===== src/design/sitda_pkg.sv =====
package sitda_pkg;

  localparam int VALUE_BITS_DEF = 32;
  localparam int CFG_W          = 5;
  localparam int CNT_W          = 5;
  localparam int CHAR_W         = 7;

  localparam logic [CHAR_W-1:0] CH_ZERO  = 7'h30;
  localparam logic [CHAR_W-1:0] CH_MINUS = 7'h2D;
  localparam logic [CHAR_W-1:0] CH_SPACE = 7'h20;

  typedef enum logic [1:0] {
    F_IDLE,
    F_CONV,
    F_PUSH
  } front_state_t;

  typedef enum logic {
    B_IDLE,
    B_EMIT
  } back_state_t;

  typedef struct packed {
    logic full;
    logic empty;
  } q_stat_t;

endpackage


===== src/design/sitda_front.sv =====
module sitda_front
  import sitda_pkg::*;
#(
  parameter int VALUE_BITS = VALUE_BITS_DEF
) (
  input  logic                          clk,
  input  logic                          rst_n,
  input  logic                          start,
  output logic                          busy,
  input  logic signed [VALUE_BITS-1:0]  in_value,
  input  q_stat_t                       q_stat,
  output logic                          q_push,
  output logic [((VALUE_BITS*302)/1000+1)*4:0] q_wdata
);

  localparam int DIGITS = (VALUE_BITS * 302) / 1000 + 1;
  localparam int BCD_W  = DIGITS * 4;
  localparam int CNTB   = $clog2(VALUE_BITS);

  front_state_t            state_r, state_nxt;
  logic [VALUE_BITS-1:0]   bin_r, bin_nxt;
  logic [BCD_W-1:0]        bcd_r, bcd_nxt;
  logic                    neg_r, neg_nxt;
  logic [CNTB-1:0]         cnt_r, cnt_nxt;
  logic [VALUE_BITS-1:0]   raw;
  logic [VALUE_BITS-1:0]   mag;
  logic [BCD_W-1:0]        adj;
  logic                    accept;

  assign raw    = VALUE_BITS'(unsigned'(in_value));
  assign mag    = raw[VALUE_BITS-1] ? (~raw + 1'b1) : raw;
  assign accept = start && (state_r == F_IDLE);

  // shift-and-add-3: every digit that is 5 or more gets 3 before the shift
  always_comb begin
    for (int i = 0; i < DIGITS; i++) begin
      if (bcd_r[i*4 +: 4] >= 4'd5) begin
        adj[i*4 +: 4] = bcd_r[i*4 +: 4] + 4'd3;
      end else begin
        adj[i*4 +: 4] = bcd_r[i*4 +: 4];
      end
    end
  end

  always_comb begin
    state_nxt = state_r;
    unique case (state_r)
      F_IDLE: begin
        if (start) state_nxt = F_CONV;
      end
      F_CONV: begin
        if (cnt_r == CNTB'(VALUE_BITS - 1)) state_nxt = F_PUSH;
      end
      F_PUSH: begin
        if (!q_stat.full) state_nxt = F_IDLE;
      end
      default: state_nxt = F_IDLE;
    endcase
  end

  always_comb begin
    bin_nxt = bin_r;
    bcd_nxt = bcd_r;
    neg_nxt = neg_r;
    cnt_nxt = cnt_r;
    busy    = 1'b1;
    q_push  = 1'b0;
    unique case (state_r)
      F_IDLE: begin
        busy = 1'b0;
        if (accept) begin
          bin_nxt = mag;
          bcd_nxt = '0;
          neg_nxt = raw[VALUE_BITS-1];
          cnt_nxt = '0;
        end
      end
      F_CONV: begin
        bcd_nxt = {adj[BCD_W-2:0], bin_r[VALUE_BITS-1]};
        bin_nxt = {bin_r[VALUE_BITS-2:0], 1'b0};
        cnt_nxt = cnt_r + 1'b1;
      end
      F_PUSH: begin
        q_push = 1'b1;
      end
      default: busy = 1'b1;
    endcase
  end

  assign q_wdata = {neg_r, bcd_r};

  always_ff @(posedge clk) begin
    if (!rst_n) begin
      state_r <= F_IDLE;
    end else begin
      state_r <= state_nxt;
    end
  end

  always_ff @(posedge clk) begin
    bin_r <= bin_nxt;
    bcd_r <= bcd_nxt;
    neg_r <= neg_nxt;
    cnt_r <= cnt_nxt;
  end

endmodule


===== src/design/sitda_fifo.sv =====
module sitda_fifo
  import sitda_pkg::*;
#(
  parameter int WIDTH = 8
) (
  input  logic             clk,
  input  logic             rst_n,
  input  logic             push,
  input  logic [WIDTH-1:0] wdata,
  input  logic             pop,
  output logic [WIDTH-1:0] rdata,
  output q_stat_t          stat
);

  logic [WIDTH-1:0] mem_r [2];
  logic             wr_ptr_r, rd_ptr_r;
  logic [1:0]       count_r;
  logic             do_wr, do_rd;

  assign stat.full  = (count_r == 2'd2);
  assign stat.empty = (count_r == 2'd0);
  assign do_wr      = push && !stat.full;
  assign do_rd      = pop && !stat.empty;
  assign rdata      = mem_r[rd_ptr_r];

  always_ff @(posedge clk) begin
    if (!rst_n) begin
      wr_ptr_r <= 1'b0;
      rd_ptr_r <= 1'b0;
      count_r  <= 2'd0;
    end else begin
      if (do_wr) wr_ptr_r <= ~wr_ptr_r;
      if (do_rd) rd_ptr_r <= ~rd_ptr_r;
      if (do_wr && !do_rd) begin
        count_r <= count_r + 2'd1;
      end else if (do_rd && !do_wr) begin
        count_r <= count_r - 2'd1;
      end
    end
  end

  always_ff @(posedge clk) begin
    if (do_wr) mem_r[wr_ptr_r] <= wdata;
  end

endmodule


===== src/design/sitda_back.sv =====
module sitda_back
  import sitda_pkg::*;
#(
  parameter int VALUE_BITS = VALUE_BITS_DEF
) (
  input  logic                                 clk,
  input  logic                                 rst_n,
  input  logic [CFG_W-1:0]                     min_width,
  input  q_stat_t                              q_stat,
  input  logic [((VALUE_BITS*302)/1000+1)*4:0] q_rdata,
  output logic                                 q_pop,
  output logic                                 out_strobe,
  output logic [CHAR_W-1:0]                    out_character,
  output logic                                 out_last
);

  localparam int DIGITS = (VALUE_BITS * 302) / 1000 + 1;
  localparam int BCD_W  = DIGITS * 4;
  localparam int DIG_IW = (DIGITS > 1) ? $clog2(DIGITS) : 1;

  back_state_t        state_r, state_nxt;
  logic [BCD_W-1:0]   bcd_r;
  logic               neg_r;
  logic [CNT_W-1:0]   ndig_r;
  logic [CNT_W-1:0]   pos_r, pos_nxt;
  logic [CNT_W-1:0]   ndig_in;
  logic [CNT_W-1:0]   len_in;
  logic [CNT_W-1:0]   total_in;
  logic [3:0]         digit;
  logic               load;

  // count of significant digits, at least one so that zero prints as 0
  always_comb begin
    ndig_in = CNT_W'(1);
    for (int i = 1; i < DIGITS; i++) begin
      if (q_rdata[i*4 +: 4] != 4'd0) ndig_in = CNT_W'(i + 1);
    end
  end

  assign len_in   = ndig_in + CNT_W'(q_rdata[BCD_W]);
  assign total_in = (len_in > min_width) ? len_in : min_width;
  assign load     = (state_r == B_IDLE) && !q_stat.empty;

  always_comb begin
    state_nxt = state_r;
    unique case (state_r)
      B_IDLE: begin
        if (!q_stat.empty) state_nxt = B_EMIT;
      end
      B_EMIT: begin
        if (pos_r == '0) state_nxt = B_IDLE;
      end
      default: state_nxt = B_IDLE;
    endcase
  end

  always_comb begin
    pos_nxt = pos_r;
    if (load) begin
      pos_nxt = total_in - 1'b1;
    end else if (state_r == B_EMIT) begin
      pos_nxt = pos_r - 1'b1;
    end
  end

  // pos_r counts characters left after this one, so it is also the
  // position from the right of the character now shown
  assign digit = bcd_r[pos_r[DIG_IW-1:0]*4 +: 4];

  always_comb begin
    q_pop         = 1'b0;
    out_strobe    = 1'b0;
    out_last      = 1'b0;
    out_character = CH_SPACE;
    unique case (state_r)
      B_IDLE: begin
        q_pop = !q_stat.empty;
      end
      B_EMIT: begin
        out_strobe = 1'b1;
        out_last   = (pos_r == '0);
        if (pos_r < ndig_r) begin
          out_character = CH_ZERO + {3'b000, digit};
        end else if (neg_r && (pos_r == ndig_r)) begin
          out_character = CH_MINUS;
        end else begin
          out_character = CH_SPACE;
        end
      end
      default: q_pop = 1'b0;
    endcase
  end

  always_ff @(posedge clk) begin
    if (!rst_n) begin
      state_r <= B_IDLE;
    end else begin
      state_r <= state_nxt;
    end
  end

  always_ff @(posedge clk) begin
    pos_r <= pos_nxt;
    if (load) begin
      bcd_r  <= q_rdata[BCD_W-1:0];
      neg_r  <= q_rdata[BCD_W];
      ndig_r <= ndig_in;
    end
  end

endmodule


===== src/design/signed_int_to_decimal_ascii_unit.sv =====
// Signed integer to decimal text converter.
// Input: pulse start with a two's complement in_value while busy is low; the
// word is taken at that clock edge. The block answers with a run of
// characters on out_character, one per cycle, each marked by out_strobe:
// leading spaces up to the field width, a minus sign for negative values,
// then the digits, most significant first. out_last marks the final one.
// cfg_we with cfg_wdata sets the minimum field width (0 to 31); write it
// only while no conversion is in flight.
// Operation: a binary-to-BCD front end shifts in one bit per cycle, and busy
// stays high until the converted word is pushed into the queue, which waits
// while the queue is full. A two-entry queue feeds the emitter, which picks
// up a word in its idle state and then emits max(text length, field width)
// characters. A new value can be taken while the emitter is still busy with
// the last one.
// The receiver cannot stall: every strobed character must be taken.
// Synchronous reset clears the field width to 0 and drops any word in flight.
module signed_int_to_decimal_ascii_unit
  import sitda_pkg::*;
#(
  parameter int VALUE_BITS = VALUE_BITS_DEF
) (
  input  logic                         clk,
  input  logic                         rst_n,
  input  logic                         start,
  output logic                         busy,
  input  logic signed [VALUE_BITS-1:0] in_value,
  output logic                         out_strobe,
  output logic [CHAR_W-1:0]            out_character,
  output logic                         out_last,
  input  logic                         cfg_we,
  input  logic [CFG_W-1:0]             cfg_wdata
);

  localparam int DIGITS = (VALUE_BITS * 302) / 1000 + 1;
  localparam int Q_W    = DIGITS * 4 + 1;

  logic [CFG_W-1:0] min_width_r;
  q_stat_t          q_stat;
  logic             q_push, q_pop;
  logic [Q_W-1:0]   q_wdata, q_rdata;

  always_ff @(posedge clk) begin
    if (!rst_n) begin
      min_width_r <= '0;
    end else if (cfg_we) begin
      min_width_r <= cfg_wdata;
    end
  end

  sitda_front #(
    .VALUE_BITS(VALUE_BITS)
  ) u_front (
    .clk      (clk),
    .rst_n    (rst_n),
    .start    (start),
    .busy     (busy),
    .in_value (in_value),
    .q_stat   (q_stat),
    .q_push   (q_push),
    .q_wdata  (q_wdata)
  );

  sitda_fifo #(
    .WIDTH(Q_W)
  ) u_fifo (
    .clk   (clk),
    .rst_n (rst_n),
    .push  (q_push),
    .wdata (q_wdata),
    .pop   (q_pop),
    .rdata (q_rdata),
    .stat  (q_stat)
  );

  sitda_back #(
    .VALUE_BITS(VALUE_BITS)
  ) u_back (
    .clk           (clk),
    .rst_n         (rst_n),
    .min_width     (min_width_r),
    .q_stat        (q_stat),
    .q_rdata       (q_rdata),
    .q_pop         (q_pop),
    .out_strobe    (out_strobe),
    .out_character (out_character),
    .out_last      (out_last)
  );

  // a word taken in keeps the front end busy on the next cycle
  a_busy_after_start: assert property (@(posedge clk) disable iff (!rst_n)
    start && !busy |=> busy)
    else $error("front end not busy after taking a word");

  // a run of characters is contiguous until its last one
  a_run_contiguous: assert property (@(posedge clk) disable iff (!rst_n)
    out_strobe && !out_last |=> out_strobe)
    else $error("gap inside a character run");

  // the emitter passes through its idle state between runs
  a_gap_after_last: assert property (@(posedge clk) disable iff (!rst_n)
    out_strobe && out_last |=> !out_strobe)
    else $error("strobe right after last character");

  // nothing comes out right after reset
  a_quiet_after_reset: assert property (@(posedge clk)
    !rst_n |=> !out_strobe)
    else $error("strobe right after reset");

endmodule

===== config.mk =====
export PLATFORM = sky130hd
export DESIGN_NAME = signed_int_to_decimal_ascii_unit
export DESIGN_NICKNAME = d
export VERILOG_FILES = /design/src/design/sitda_pkg.sv /design/src/design/sitda_front.sv /design/src/design/sitda_fifo.sv /design/src/design/sitda_back.sv /design/src/design/signed_int_to_decimal_ascii_unit.sv
export SDC_FILE = /design/constraint.sdc
export NUM_CORES = 1
export LEC_CHECK = 0
export ABC_CLOCK_PERIOD_IN_PS = 23300
export BUFFER_PORTS_ARGS = -buffer_cell sky130_fd_sc_hd__clkbuf_2
export CAP_MARGIN = 20
export CORE_MARGIN = 5
export CORE_UTILIZATION = 53
export CTS_CLUSTER_DIAMETER = 80
export DETAILED_ROUTE_END_ITERATION = 16
export PLACE_DENSITY = 0.74
export SLEW_MARGIN = 30
export SYNTH_ARGS = -nofsm -noshare
export SYNTH_HDL_FRONTEND = slang
export SYNTH_HIERARCHICAL = 1
export SYNTH_SLANG_ARGS = --single-unit

===== constraint.sdc =====
create_clock -name clk -period 23.3 [get_ports clk]
set_input_delay 4.66 -clock clk [delete_from_list [all_inputs] [get_ports clk]]
set_output_delay 4.66 -clock clk [all_outputs]
set_load 0.01 [all_outputs]

=== Word-level counts from Yosys, hierarchy flattened ===
Memories as Yosys holds them, arrays and structs flattened. A register that Yosys moved wholly into a read port is not among the register bits.
Cells that the tools add are included.

* Register bits: 141
* Memory bits (writable): 82
* Input port bits: 41
* Output and inout port bits: 10
* Logic and storage cells: 138
* Memories: 1

* $add $sub $neg: 18
* Order comparisons: 12
* Equality and inequality tests: 9
* Shift-type cells: 1
* Mux-type cells: 50
* Bitwise gates (word level): 4
* Reduce and logical (&&, ||, !) cells: 29

{| class="wikitable"
|+ Memory list
! name !! words !! width !! read ports !! clocked after memory_dff !! wr ports !! RTL line !! source
|-
| u_fifo.mem_r || 2 || 41 || 1 || 1 || 1 || sitda_fifo.sv:15 || <nowiki>logic [WIDTH-1:0] mem_r [2];</nowiki>
|}

{| class="wikitable"
|+ Operators with widths
! kind !! count
|-
| 40-bit one-hot mux with 2 select lines || 1
|-
| 32-bit two-way mux || 2
|-
| 32-bit one-hot mux with 2 select lines || 1
|-
| 5-bit two-way mux || 12
|-
| 4-bit by 3-bit >= comparator with 1-bit output, second input constant || 10
|-
| 4-bit two-way mux || 10
|-
| 40-bit two-way mux || 1
|-
| 40-bit by 7-bit variable part select with 4-bit output || 1
|-
| 4-bit by 2-bit adder with 4-bit output, second input constant || 9
|-
| 4-bit nonzero test || 9
|-
| 32-bit by 1-bit adder with 32-bit output, second input constant || 1
|-
| 32-bit inverter || 1
|-
| 7-bit two-way mux || 2
|-
| 2-bit two-way mux || 6
|-
| 1-bit two-way mux || 11
|-
| 5-bit one-hot mux with 2 select lines || 1
|-
| 5-bit by 1-bit subtractor with 5-bit output, second input constant || 2
|-
| 6-bit by 4-bit adder with 7-bit output, first input constant || 1
|-
| 1-bit logical AND || 7
|-
| 2-bit one-hot mux with 3 select lines || 1
|-
| 2-bit nonzero test || 3
|-
| 5-bit by 1-bit adder with 5-bit output || 1
|-
| 5-bit by 1-bit adder with 5-bit output, second input constant || 1
|-
| 5-bit equality test || 1
|-
| 18 further kinds || 28
|}

=== Longest topological paths before layout ===
Gate-level depths: netlist of the first run.

* Depth after elaboration: 15
* Gate-level depth with buffers: 21
* Depth with buffers taken out: 19

=== Cells and area by module ===
The synthesis of the first run kept the hierarchy.

{| class="wikitable"
|+ By module, submodules not included
! module !! times used !! cells each !! area each (um^2) !! sequential area each (um^2)
|-
| sitda_front || 1 || 453 || 4,595.7 || 2,382.3
|-
| sitda_fifo || 1 || 153 || 3,183.1 || 2,562.5
|-
| sitda_back || 1 || 183 || 2,592.5 || 1,521.5
|-
| signed_int_to_decimal_ascii_unit || 1 || 16 || 192.7 || 100.1
|}

=== Worst setup path before layout of the first run ===
OpenSTA, ideal clock, no wires.

* Path type: in2reg
* Start point: input port start
* End point: register u_front.bcd_r[0] (enable)
* Library setup time: 0.619 ns
* Arrival: 10.107 ns
* Slack: 12.574 ns
* Stages: 2
* Path buffers: 0
* Cell sequence: inv_1 > o21ai_0

* Cells in the longest elaborated chain, start to end: 3

{| class="wikitable"
|+ Ends and longest elaborated chain
! item !! RTL line !! source
|-
| start: declaration || signed_int_to_decimal_ascii_unit.sv:24 || <nowiki>input logic start,</nowiki>
|-
| 1-bit logical AND || sitda_front.sv:32 || <nowiki>assign accept = start && (state_r == F_IDLE);</nowiki>
|-
| 2-bit by 1-bit inequality test with 1-bit output (no line) || - ||
|-
| 2-bit AND reduction (no line) || - ||
|-
| end signal: assignment || sitda_front.sv:102 || <nowiki>bcd_r <= bcd_nxt;</nowiki>
|-
| end: declaration || sitda_front.sv:22 || <nowiki>logic [BCD_W-1:0] bcd_r, bcd_nxt;</nowiki>
|}

No other way between the ends.
A chain may end at the register's enable or synchronous reset.

=== Worst setup path after layout of the first run ===
* Start point: register u_back.pos_r[1]
* End point: output port out_character[2]

* Cells in the longest elaborated chain, start to end: 5
* Elaborated cells between the ends (all ways): 8
* Those cells by class: add/sub (1); order compare (1); eq/ne (1); shift (1); mux (3); reduce/logical (1)

{| class="wikitable"
|+ Ends and longest elaborated chain
! item !! RTL line !! source
|-
| start: declaration || sitda_back.sv:25 || <nowiki>logic [CNT_W-1:0] pos_r, pos_nxt;</nowiki>
|-
| start signal: assignment || sitda_back.sv:103 || <nowiki>pos_r <= pos_nxt;</nowiki>
|-
| parallel branches: the longest is 3 deep, another holds 6-bit by 4-bit adder with 7-bit output || - ||
|-
| 7-bit two-way mux (*) || sitda_back.sv:82 || <nowiki>if (pos_r < ndig_r) begin</nowiki>
|-
| 7-bit two-way mux (*) || sitda_back.sv:75 || <nowiki>unique case (state_r)</nowiki>
|-
| end: declaration || signed_int_to_decimal_ascii_unit.sv:28 || <nowiki>output logic [CHAR_W-1:0] out_character,</nowiki>
|}

Every way passes the cells marked *.

==> summary.md, run 1 <==
| Metric | Value |
|---|---|
| Outcome | finished clean |
| Initial antenna violation count | 0 |
| DR vias | between 6000 and 7000 |
| Layout cells sized above 1 | 18.2% |
| Commonest cells after routing, fill and taps aside | edfxtp_1, nor2_1, nand2_1 |
| Chip height | 151 um |
| Global-route wire length before repair | slightly above 30000 um |
| Std-Cell Rows | a little over 50 |
| I/O Buffers | 48 |
| Worst Setup Path Type | reg2out |
| IO Count | 51 |
| Dpl cell area | 11100 um2 |
| VDD IR max | 49.3 uV |
| WP depth | 7 |
| Switching Power | roughly 0.20 mW |
| Layout Nets | between 900 and 1000 |
| Max-Cap Viols | 0 |
| Synthesis Warnings | 6 |
| Hold-fix buffers at CTS | 0 |
| Clock-pin slew on the worst setup and hold paths | ~0.060 ns |
| FF/Latch Area | roughly 6600 um2 |
| CP arrival | 2.72 ns |
| Initial Util | 54.1% |
| Sequential area share after synthesis | between 60% and 70% |
| Min-delay worst type | reg2reg |
| DIE WIDTH | about 150 um |
| 1st-pass router iterations | 6 |
| Final Max Slew Viols | 0 |
| Lkg Pwr | about 4.2 nW |
| Dpl hpwl | approximately 12000 um |
| Total power draw | between 0.8 and 0.9 mW |
| # DRC | 0 |
| Root buffer cell | clkbuf_16 |
| Crit path capture type | primary output |
| Combinational power share | roughly 8.4% |
| Final period utilization | between 30% and 40% |
| Post-synth ARST share | 0% |
| R2R depth | 20 |
| Cell area after synthesis | 10600 um2 |
| Postcts setup bufs | 0 |
| Cell variety after synth | ~60 |
| GRT Residual Overflow | 0 |
| Final setup vio count | 0 |
| Commonest non-fill, non-tap cell in the layout | edfxtp_1 |
| Mean Syn Cell Area | about 13 um2 |
| Longest Clk Path Bufs | 3 |
| Worst slew pin tran | about 0.75 ns |
| Routed len/inst | about 16 um |
| Via-to-Cell Ratio | roughly 5.5 |
| Delay of the slowest critical-path stage | around 0.66 ns |
| Post-synth EDFFs | 210 |
| Worst Min Path Start | u_front/neg_r |
| CP max-delay cell | edfxtp_1 |
| Gp weighted congestion | 0.818 |
| Pint | around 0.69 mW |
| CTS tree | built |
| Full die area | 22900 um2 |
| Drt initial violations | roughly 410 |
| Fin Setup TNS | 0 ns |
| # diodes | 0 |
| Clk sinks | between 200 and 250 |
| Clock network fraction of total power | between 30% and 40% |
| Synthesized flop and latch total | approximately 220 |
| Worst Setup SP | u_back/pos_r[1] |
| Routed wire length | 18300 um |
| RSZ-0062 raised after global routing | false |
| Post_cts resized | 0 |
| Vias in the first global route | approximately 6000 |
| CP max FO | 11 |
| Mapped Cells | roughly 810 |
| Switching Share | 22.9% |
| Fmax achieved | 0.135 GHz |
| Core Box Area | between 15000 and 20000 um2 |
| Largest net degree at the start of global routing | 71 |
| Fin Clk Skew | between 0.015 and 0.02 ns |
| Tmin final | 7.38 ns |
| Buf/Inv on CP | 1 |
| CTS Buf Count | 23 |
| Slew HR | about half |
| Worst Path Required | between 15 and 20 ns |
| Final Hold Vio Count | 0 |
| H-tree depth | 1 |
| Worst hold stages | 0 |
| Clock insertion delay at the later pin of the skew report | ~0.51 ns |
| Family with the most delay on the worst path | simple AND/OR/NAND/NOR gates |
| CP Launch Type | flop |
| Most common flop cell mapped by yosys | edfxtp_1 |
| Final Cell Area | approximately 12000 um2 |
| Fill cell count | roughly 1500 |
| Area Overhead vs Synth | 11.3% |
| Sequential power share | around 54% |
| CP cell instances | ha_1, nand3_1, o22ai_1, nor3_1, o221ai_1, and2_1, clkbuf_2 |
| GR Util All Layers | between 10% and 20% |
| P per Cell Area | approximately 76 nW/um2 |
| Final ANT Viol Nets | 0 |
| Multi-input logic area | ~3700 um2 |
==> final cells by class <==
class / count / area share, %
timing repair buffer: 55 / 2.49
sequential: 223 / 55.8
clock buffer: 33 / 5.38
multi-input combinational: 515 / 31.8
inverter: 37 / 1.18
clock inverter: 9 / 0.436
tap: 265 / 2.82
==> power groups by stage <==
stage	clock network [mW]	logic, mW	registers [mW]
floorplan	0	0.0571	0.487
global placement	0	0.0727	0.488
detailed placement	0	0.0753	0.490
CTS	0.342	0.0760	0.481
global route	0.359	0.0873	0.484
finish	0.332	0.0750	0.481
==> state kept, by name, indices dropped and copies added (netlist names), 2 cells and up, named ones only <==
name and count:
u_back/bcd_r 40, u_front/cnt_r 5, u_front/state_r 2, u_fifo/mem_r 82
min_width_r 5, u_fifo/count_r 2, u_front/bcd_r 40, u_back/ndig_r 4
u_back/pos_r 5, u_front/bin_r 32
==> path summary, 6_finish.rpt <==
| path | end | slack, ns |
|---|---|---|
| worst min-delay path | u_fifo/mem_r[1][40] | 0.48 |
| worst max register to register | u_back/pos_r[4] | 18.09 |
| worst max-delay path | out_character[2] | 15.92 |
| worst min register to register | u_fifo/mem_r[1][40] | 0.48 |
==> Yosys cell counts, types with 6 or more instances <==
cell	count	area [um2]
nor4_1	6	37.5
o21ai_0	38	190
edfxtp_1	210	6310
dfxtp_1	13	260
o31ai_1	16	120
mux2i_1	16	160
mux4_2	8	180
a21oi_1	45	225
and2_1	9	56.3
xnor2_1	18	158
ha_1	35	438
or3_1	6	37.5
nor2b_1	11	68.8
xor2_1	39	342
nand2_1	54	203
nand3_1	7	35.0
mux2_2	39	439
nand2b_1	16	100
inv_1	36	135
or4_1	6	45.0
buf_2	6	30.0
clkbuf_1	19	71.3
nor3_1	15	75.1
nor2_1	68	255
==> through the flow <==
stage	hold WS [ns]	setup WS (ns)	instances	util [%]
after floorplan	0.469	12.57	806	-
after CTS	0.483	15.87	1137	60.2
after global placement	0.462	16.50	1095	56.7
after global routing	0.503	15.64	1137	60.2
final	0.484	15.92	1137	60.2
after detailed placement	0.468	16.42	1095	56.7
==> cells by family (layout without fill, tap and decap cells) <==
group / Yosys count / after routing / share of synthesized area, %
xor+xnor: 57 / 57 / 4.73
other cells: 2 / 3 / 0.0711
simple gates: 220 / 220 / 10.6
compound gates: 134 / 134 / 7.91
buf+inv: 68 / 134 / 2.70
flops: 223 / 223 / 62.2
fa+ha+maj: 35 / 35 / 4.15
mux: 66 / 66 / 7.70
==> layer usage <==
metal | part of all wire (%) | track usage [%] | wire (um)
met5 | 0 | 0 | 0
met4 | 1.7 | 4.22 | 305
met3 | 4.6 | 3.02 | 844
met2 | 47 | 27.1 | 8660
met1 | 47 | 23.5 | 8530
No activity file was read; power rests on OpenSTA's default activity.
==> run 2: changes to the inputs <==
Settings changed: ABC_CLOCK_PERIOD_IN_PS 23300 to 6800.
Clock period 23.3 ns to 6.8 ns, I/O delays scaled along.
==> summary.md, run 2 (same netlist as run 1, synthesis figures left out) <==
| Metric | Value |
|---|---|
| Buf/Inv on CP | 1 (unchanged) |
| R2r endpoint | u_back/pos_r[4] |
| VDD IR max | 188 uV (+280%) |
| Crit path capture type | flop |
| Largest Register | u_fifo/mem_r |
| Crit-path most repeated cell | ha_1 |
| End of the worst hold path | u_fifo/mem_r[0][40] |
| Routed wire length | 18400 um (+0.49%) |
| Largest regs | u_fifo/mem_r (82), u_back/bcd_r (40), u_front/bcd_r (40) |
| CP Launch Type | flop |
| Commonest cells after routing, fill and taps aside | edfxtp_1, nor2_1, nand2_1 |
| R2R depth | 20 (unchanged) |
| CP max FO | 41 (+30) |
| CP cell instances | buf_4, mux2_2, or4_1, o21ai_0, a21oi_1, o21ai_0, a21oi_1, ha_1, nor2_1, o2111ai_2, o211ai_2, ha_1, nand3_1, o22ai_1, a21oi_2, mux2i_1, mux2_2, ha_1, o2111ai_1, xnor2_1 |
| Fmax achieved | between 0.15 and 0.2 GHz |
| # DRC | 0 (unchanged) |
| Clock-pin slew on the worst setup and hold paths | 0.06 ns (about the same) |
| IO Count | 51 (unchanged) |
| # diodes | 0 (unchanged) |
| Slew HR | 46.5% (-3.2 points) |
| Worst hold stages | 0 (unchanged) |
| Routed len/inst | 16.2 um (+0.40%) |
| CTS Buf Count | 24 (+4.3%) |
| 1st-pass router iterations | 4 (-2) |
| Post-route insts no fill | 1138 (+0.088%) |
| Chip height | 151 um (unchanged) |
| Worst Path Required | 7.05 ns (-11.59 ns) |
| Final Max Slew Viols | 0 (unchanged) |
| GRT Residual Overflow | 0 (unchanged) |
| RSZ-0062 raised after global routing | false |
| Final period utilization | ~74% |
| Vias in the first global route | 6105 (+0.39%) |
| Postcts setup bufs | 0 (unchanged) |
| CTS tree | built |
| Fill cell count | 1533 (-0.13%) |
| Worst Setup Path Type | reg2reg |
| Commonest non-fill, non-tap cell in the layout | edfxtp_1 |
| Final Cell Area | 11900 um2 (+1.1%) |
| Layout Nets | 931 (unchanged) |
| Lkg Pwr | 4.22 nW (+1.2%) |
| Number of flip-flops in the largest register | 82 (unchanged) |
| P per Cell Area | 271 nW/um2 (+260%) |
| Largest net degree at the start of global routing | 78 (+9.9%) |
| Final setup vio count | 0 (unchanged) |
| Std-Cell Rows | 51 (unchanged) |
| Layout cells sized above 1 | 18.6% (+0.32 points) |
| Family with the most delay on the worst path | compound AO/OA/AOI/OAI gates |
| CP arrival | 5.31 ns (+2.59 ns) |
| Dpl cell area | 11100 um2 (about the same) |
| Final core utilization | 60.9% (+0.64 points) |
| Dpl hpwl | 11800 um (-4.7%) |
| GR Util All Layers | 16.5% (-0.19 points) |
| Core Box Area | 19500 um2 (unchanged) |
| Area Overhead vs Synth | 12.5% |
| Via-to-Cell Ratio | 5.44 (-0.49%) |
| Tmin final | 5.06 ns |
| Worst Min Path Start | u_front/neg_r |
| H-tree depth | 1 (unchanged) |
| Max-Cap Viols | 0 (unchanged) |
| Worst slew pin tran | 0.802 ns (+0.0483 ns) |
| Final Hold Vio Count | 0 (unchanged) |
| Initial antenna violation count | 0 (unchanged) |
| Longest Clk Path Bufs | 3 (unchanged) |
| Gp weighted congestion | 0.816 (-0.20%) |
| Clk sinks | 223 (unchanged) |
| R2r setup slk | 1.74 ns (-16.35 ns) |
| Global-route wire length before repair | 30300 um (-1.4%) |
| Final ANT Viol Nets | 0 (unchanged) |
| Delay of the slowest critical-path stage | 0.58 ns (-0.08 ns) |
| Clock insertion delay at the later pin of the skew report | 0.51 ns (about the same) |
| Total power draw | 3.22 mW (+260%) |
| I/O Buffers | 48 (unchanged) |
| Post_cts resized | 0 (unchanged) |
| Fin Clk Skew | 0.0158 ns (+0.000264 ns) |
| Initial Util | 54.1% (unchanged) |
| Cells after DPL | 1094 (-0.091%) |
| Outcome | finished clean |
| Drt initial violations | 394 (-3.2%) |
| CP max-delay cell | or4_1 |
| Min-delay worst type | reg2reg |
| Fin Setup TNS | 0 ns (unchanged) |
| Full die area | 22900 um2 (unchanged) |
| Root buffer cell | clkbuf_16 |
| Hold-fix buffers at CTS | 0 (unchanged) |
| DIE WIDTH | 151 um (unchanged) |
| DR vias | 6188 (-0.40%) |
[run 2: worst register-to-register path, stage by stage (launching register included)]
cell       delay, ns
dfxtp_1         0.31
buf_4           0.46
mux2_2          0.43
or4_1           0.58
o21ai_0         0.18
a21oi_1         0.08
o21ai_0         0.19
a21oi_1         0.12
ha_1            0.29
nor2_1          0.15
o2111ai_2       0.13
o211ai_2        0.15
ha_1            0.29
nand3_1         0.09
o22ai_1         0.09
a21oi_2         0.35
mux2i_1         0.25
mux2_2          0.20
ha_1            0.18
o2111ai_1       0.13
xnor2_1         0.15
[run 2: per-stage QoR]
step                      hold slack (ns)  setup slack, ns
after global routing                0.481             1.43
after global placement              0.438             1.94
after detailed placement            0.461             1.78
final                               0.470             1.74
after floorplan                     0.469             1.45
after CTS                           0.476             1.73
[run 2: worst max-delay path by stage]
stage                       endpoint  slack (ns)  cells after the start
floorplan           u_front/bcd_r[0]        1.45                      2
global placement     u_back/pos_r[4]        1.94                     20
detailed placement   u_back/pos_r[4]        1.78                     20
CTS                  u_back/pos_r[4]        1.73                     20
global route         u_back/pos_r[4]        1.43                     20
finish               u_back/pos_r[4]        1.74                     20
[run 2: final cells by class]
type                       instances  area, um2  share of cell area, %
clock buffer                      32        672                   5.65
sequential                       223       6570                   55.3
timing repair buffer              54        289                   2.43
inverter                          37        139                   1.17
multi-input combinational        515       3740                   31.5
clock inverter                    12        141                   1.19
tap                              265        332                   2.79
[run 2: routing by layer]
metal / track usage [%] / vias to the layer above / wire length, um
met4: 4.44 / 0 / 391
met3: 2.72 / 32 / 735
met2: 26.5 / 125 / 8450
met1: 23.6 / 2961 / 8850
met5: 0 / - / 0
li1: - / 3070 / -
[run 2: power by group]
part / total (mW) / internal (mW) / switching, mW
combinational: 0.256 / 0.102 / 0.154
clock: 1.32 / 0.809 / 0.508
sequential: 1.65 / 1.60 / 0.0516
==> run 3: changes to the inputs <==
Settings changed: ABC_CLOCK_PERIOD_IN_PS 6800 to 4300, PLACE_DENSITY 0.74 to 0.77.
Clock period 6.8 ns to 4.3 ns, I/O delays scaled along.
==> summary.md, run 3 (same netlist as run 1, synthesis figures left out) <==
| Metric | Value |
|---|---|
| Gp weighted congestion | 0.828 (+1.5%) |
| Root buffer cell | clkbuf_16 |
| Longest Clk Path Bufs | 3 (unchanged) |
| Fin Setup TNS | 0 ns (unchanged) |
| VDD IR max | 266 uV (+42%) |
| Initial antenna violation count | 0 (unchanged) |
| Crit path capture type | flop |
| CP Launch Type | flop |
| Commonest cells after routing, fill and taps aside | edfxtp_1, nor2_1, nand2_1 |
| Final setup vio count | 0 (unchanged) |
| Largest Register | u_fifo/mem_r |
| Fin Clk Skew | 0.0150 ns (-0.000790 ns) |
| Outcome | finished clean |
| Number of flip-flops in the largest register | 82 (unchanged) |
| Via-to-Cell Ratio | 5.43 (-0.16%) |
| Final Hold Vio Count | 0 (unchanged) |
| Largest regs | u_fifo/mem_r (82), u_back/bcd_r (40), u_front/bcd_r (40) |
| IO Count | 51 (unchanged) |
| Full die area | 22900 um2 (unchanged) |
| Commonest non-fill, non-tap cell in the layout | edfxtp_1 |
| Final period utilization | 97.5% (+23 points) |
| Fmax achieved | 0.238 GHz (+21%) |
| Std-Cell Rows | 51 (unchanged) |
| CP max FO | 5 (-88%) |
| R2r setup slk | 0.11 ns (-1.63 ns) |
| Final core utilization | 63.0% (+2.1 points) |
| P per Cell Area | 417 nW/um2 (+54%) |
| H-tree depth | 1 (unchanged) |
| Layout Nets | 959 (+3.0%) |
| Total power draw | 5.12 mW (+59%) |
| Drt initial violations | 420 (+6.6%) |
| Clock insertion delay at the later pin of the skew report | 0.51 ns (about the same) |
| GR Util All Layers | 16.4% (-0.11 points) |
| Cells after DPL | 1113 (+1.7%) |
| Fill cell count | 1444 (-5.8%) |
| Worst Setup Path Type | reg2reg |
| DR vias | 6330 (+2.3%) |
| Vias in the first global route | 6093 (-0.20%) |
| Clk sinks | 223 (unchanged) |
| Area Overhead vs Synth | 16.4% |
| 1st-pass router iterations | 5 (+1) |
| Max-Cap Viols | 0 (unchanged) |
| CTS tree | built |
| CTS Buf Count | 24 (unchanged) |
| I/O Buffers | 48 (unchanged) |
| Layout cells sized above 1 | 22.9% (+4.3 points) |
| DIE WIDTH | 151 um (unchanged) |
| Initial Util | 54.1% (unchanged) |
| GRT Residual Overflow | 0 (unchanged) |
| CP arrival | 4.45 ns (-0.86 ns) |
| Final Max Slew Viols | 0 (unchanged) |
| # diodes | 0 (unchanged) |
| Chip height | 151 um (unchanged) |
| Min-delay worst type | reg2reg |
| Routed len/inst | 16.0 um (-1.5%) |
| Routed wire length | 18600 um (+0.93%) |
| Lkg Pwr | 4.40 nW (+4.3%) |
| Slew HR | 46.1% (-0.49 points) |
| Clock-pin slew on the worst setup and hold paths | 0.06 ns (about the same) |
| RSZ-0062 raised after global routing | true |
| Largest net degree at the start of global routing | 72 (-7.7%) |
| # DRC | 0 (unchanged) |
| Worst Path Required | 4.55 ns (-2.50 ns) |
| Global-route wire length before repair | 30200 um (-0.34%) |
| Core Box Area | 19500 um2 (unchanged) |
| Dpl hpwl | 12400 um (+4.8%) |
| Post-route insts no fill | 1166 (+2.5%) |
| Worst slew pin tran | 0.809 ns (+0.00741 ns) |
| Hold-fix buffers at CTS | 0 (unchanged) |
| Final ANT Viol Nets | 0 (unchanged) |
| Tmin final | 4.19 ns (-0.866 ns) |
run 3: cell types whose count changed in the layout (fill, tap and decap cells not counted), moves of 3 or more:
cell      before  now
buf_4          5   31
clkinv_1       3    9
clkbuf_1       5    1
nor4_4         0    4
ha_1          35   32
ha_4           0    3
nor4_2         4    1
run 3: what timing repair did:
action                     in CTS  in global routing
resized for setup               4                 30
setup endpoints to repair       3                  4
buffers inserted                0                  9
pin swaps                       1                 14
run 3: per-layer routing:
layer | GRT usage (%) | vias to the layer above | share of wire [%]
met5 | 0 | - | 0
met4 | 4.94 | 0 | 2.2
met3 | 2.75 | 27 | 5.4
met2 | 26.6 | 180 | 47
met1 | 22.9 | 2992 | 45
li1 | - | 3131 | -
run 3: area by class of cell:
| class | instances | area [um2] | area share, % |
|---|---|---|---|
| Inverter | 37 | 139 | 1.13 |
| Multi-Input combinational cell | 515 | 3910 | 31.8 |
| Sequential cell | 223 | 6570 | 53.4 |
| Clock buffer | 26 | 629 | 5.12 |
| Timing Repair Buffer | 82 | 524 | 4.26 |
| Clock inverter | 18 | 190 | 1.55 |
| Tap cell | 265 | 332 | 2.70 |
run 3: worst max-delay path, stage by stage (launching register included):
cell     delay (ns)
dfxtp_4        0.39
buf_6          0.12
buf_4          0.11
mux2_2         0.36
nor4_4         0.41
o21ai_4        0.10
a21oi_4        0.16
o21ai_2        0.09
a21oi_2        0.24
ha_4           0.22
xor2_2         0.20
ha_1           0.27
nor2b_2        0.15
o21ai_1        0.15
a21oi_2        0.11
buf_4          0.16
o31ai_2        0.16
buf_4          0.15
a31oi_4        0.04
and3_1         0.23
xor2_1         0.13
run 3: power breakdown:
part | total, mW | internal [mW] | switching [mW]
logic | 0.412 | 0.168 | 0.244
registers | 2.61 | 2.52 | 0.0846
clock network | 2.10 | 1.29 | 0.806
total | 5.12 | 3.99 | 1.13
run 3: path summary, 6_finish.rpt:
| kind | start | end | cells past startpoint |
|---|---|---|---|
| setup reg to reg | flop | u_back/pos_r[3] | 20 |
| hold / removal | u_front/neg_r | u_fifo/mem_r[1][40] | 0 |
| hold reg to reg | u_front/neg_r | u_fifo/mem_r[1][40] | 0 |
| setup / recovery | flop | u_back/pos_r[3] | 20 |
run 3: stage by stage:
stage | hold slack [ns] | setup slack [ns] | instance area [um2]
floorplan | 0.469 | 0.0148 | 10600
global placement | 0.469 | 0.00861 | 11200
detailed placement | 0.483 | -0.148 | 11200
CTS | 0.498 | 0.0315 | 12100
global route | 0.500 | -0.121 | 12300
finish | 0.490 | 0.106 | 12300
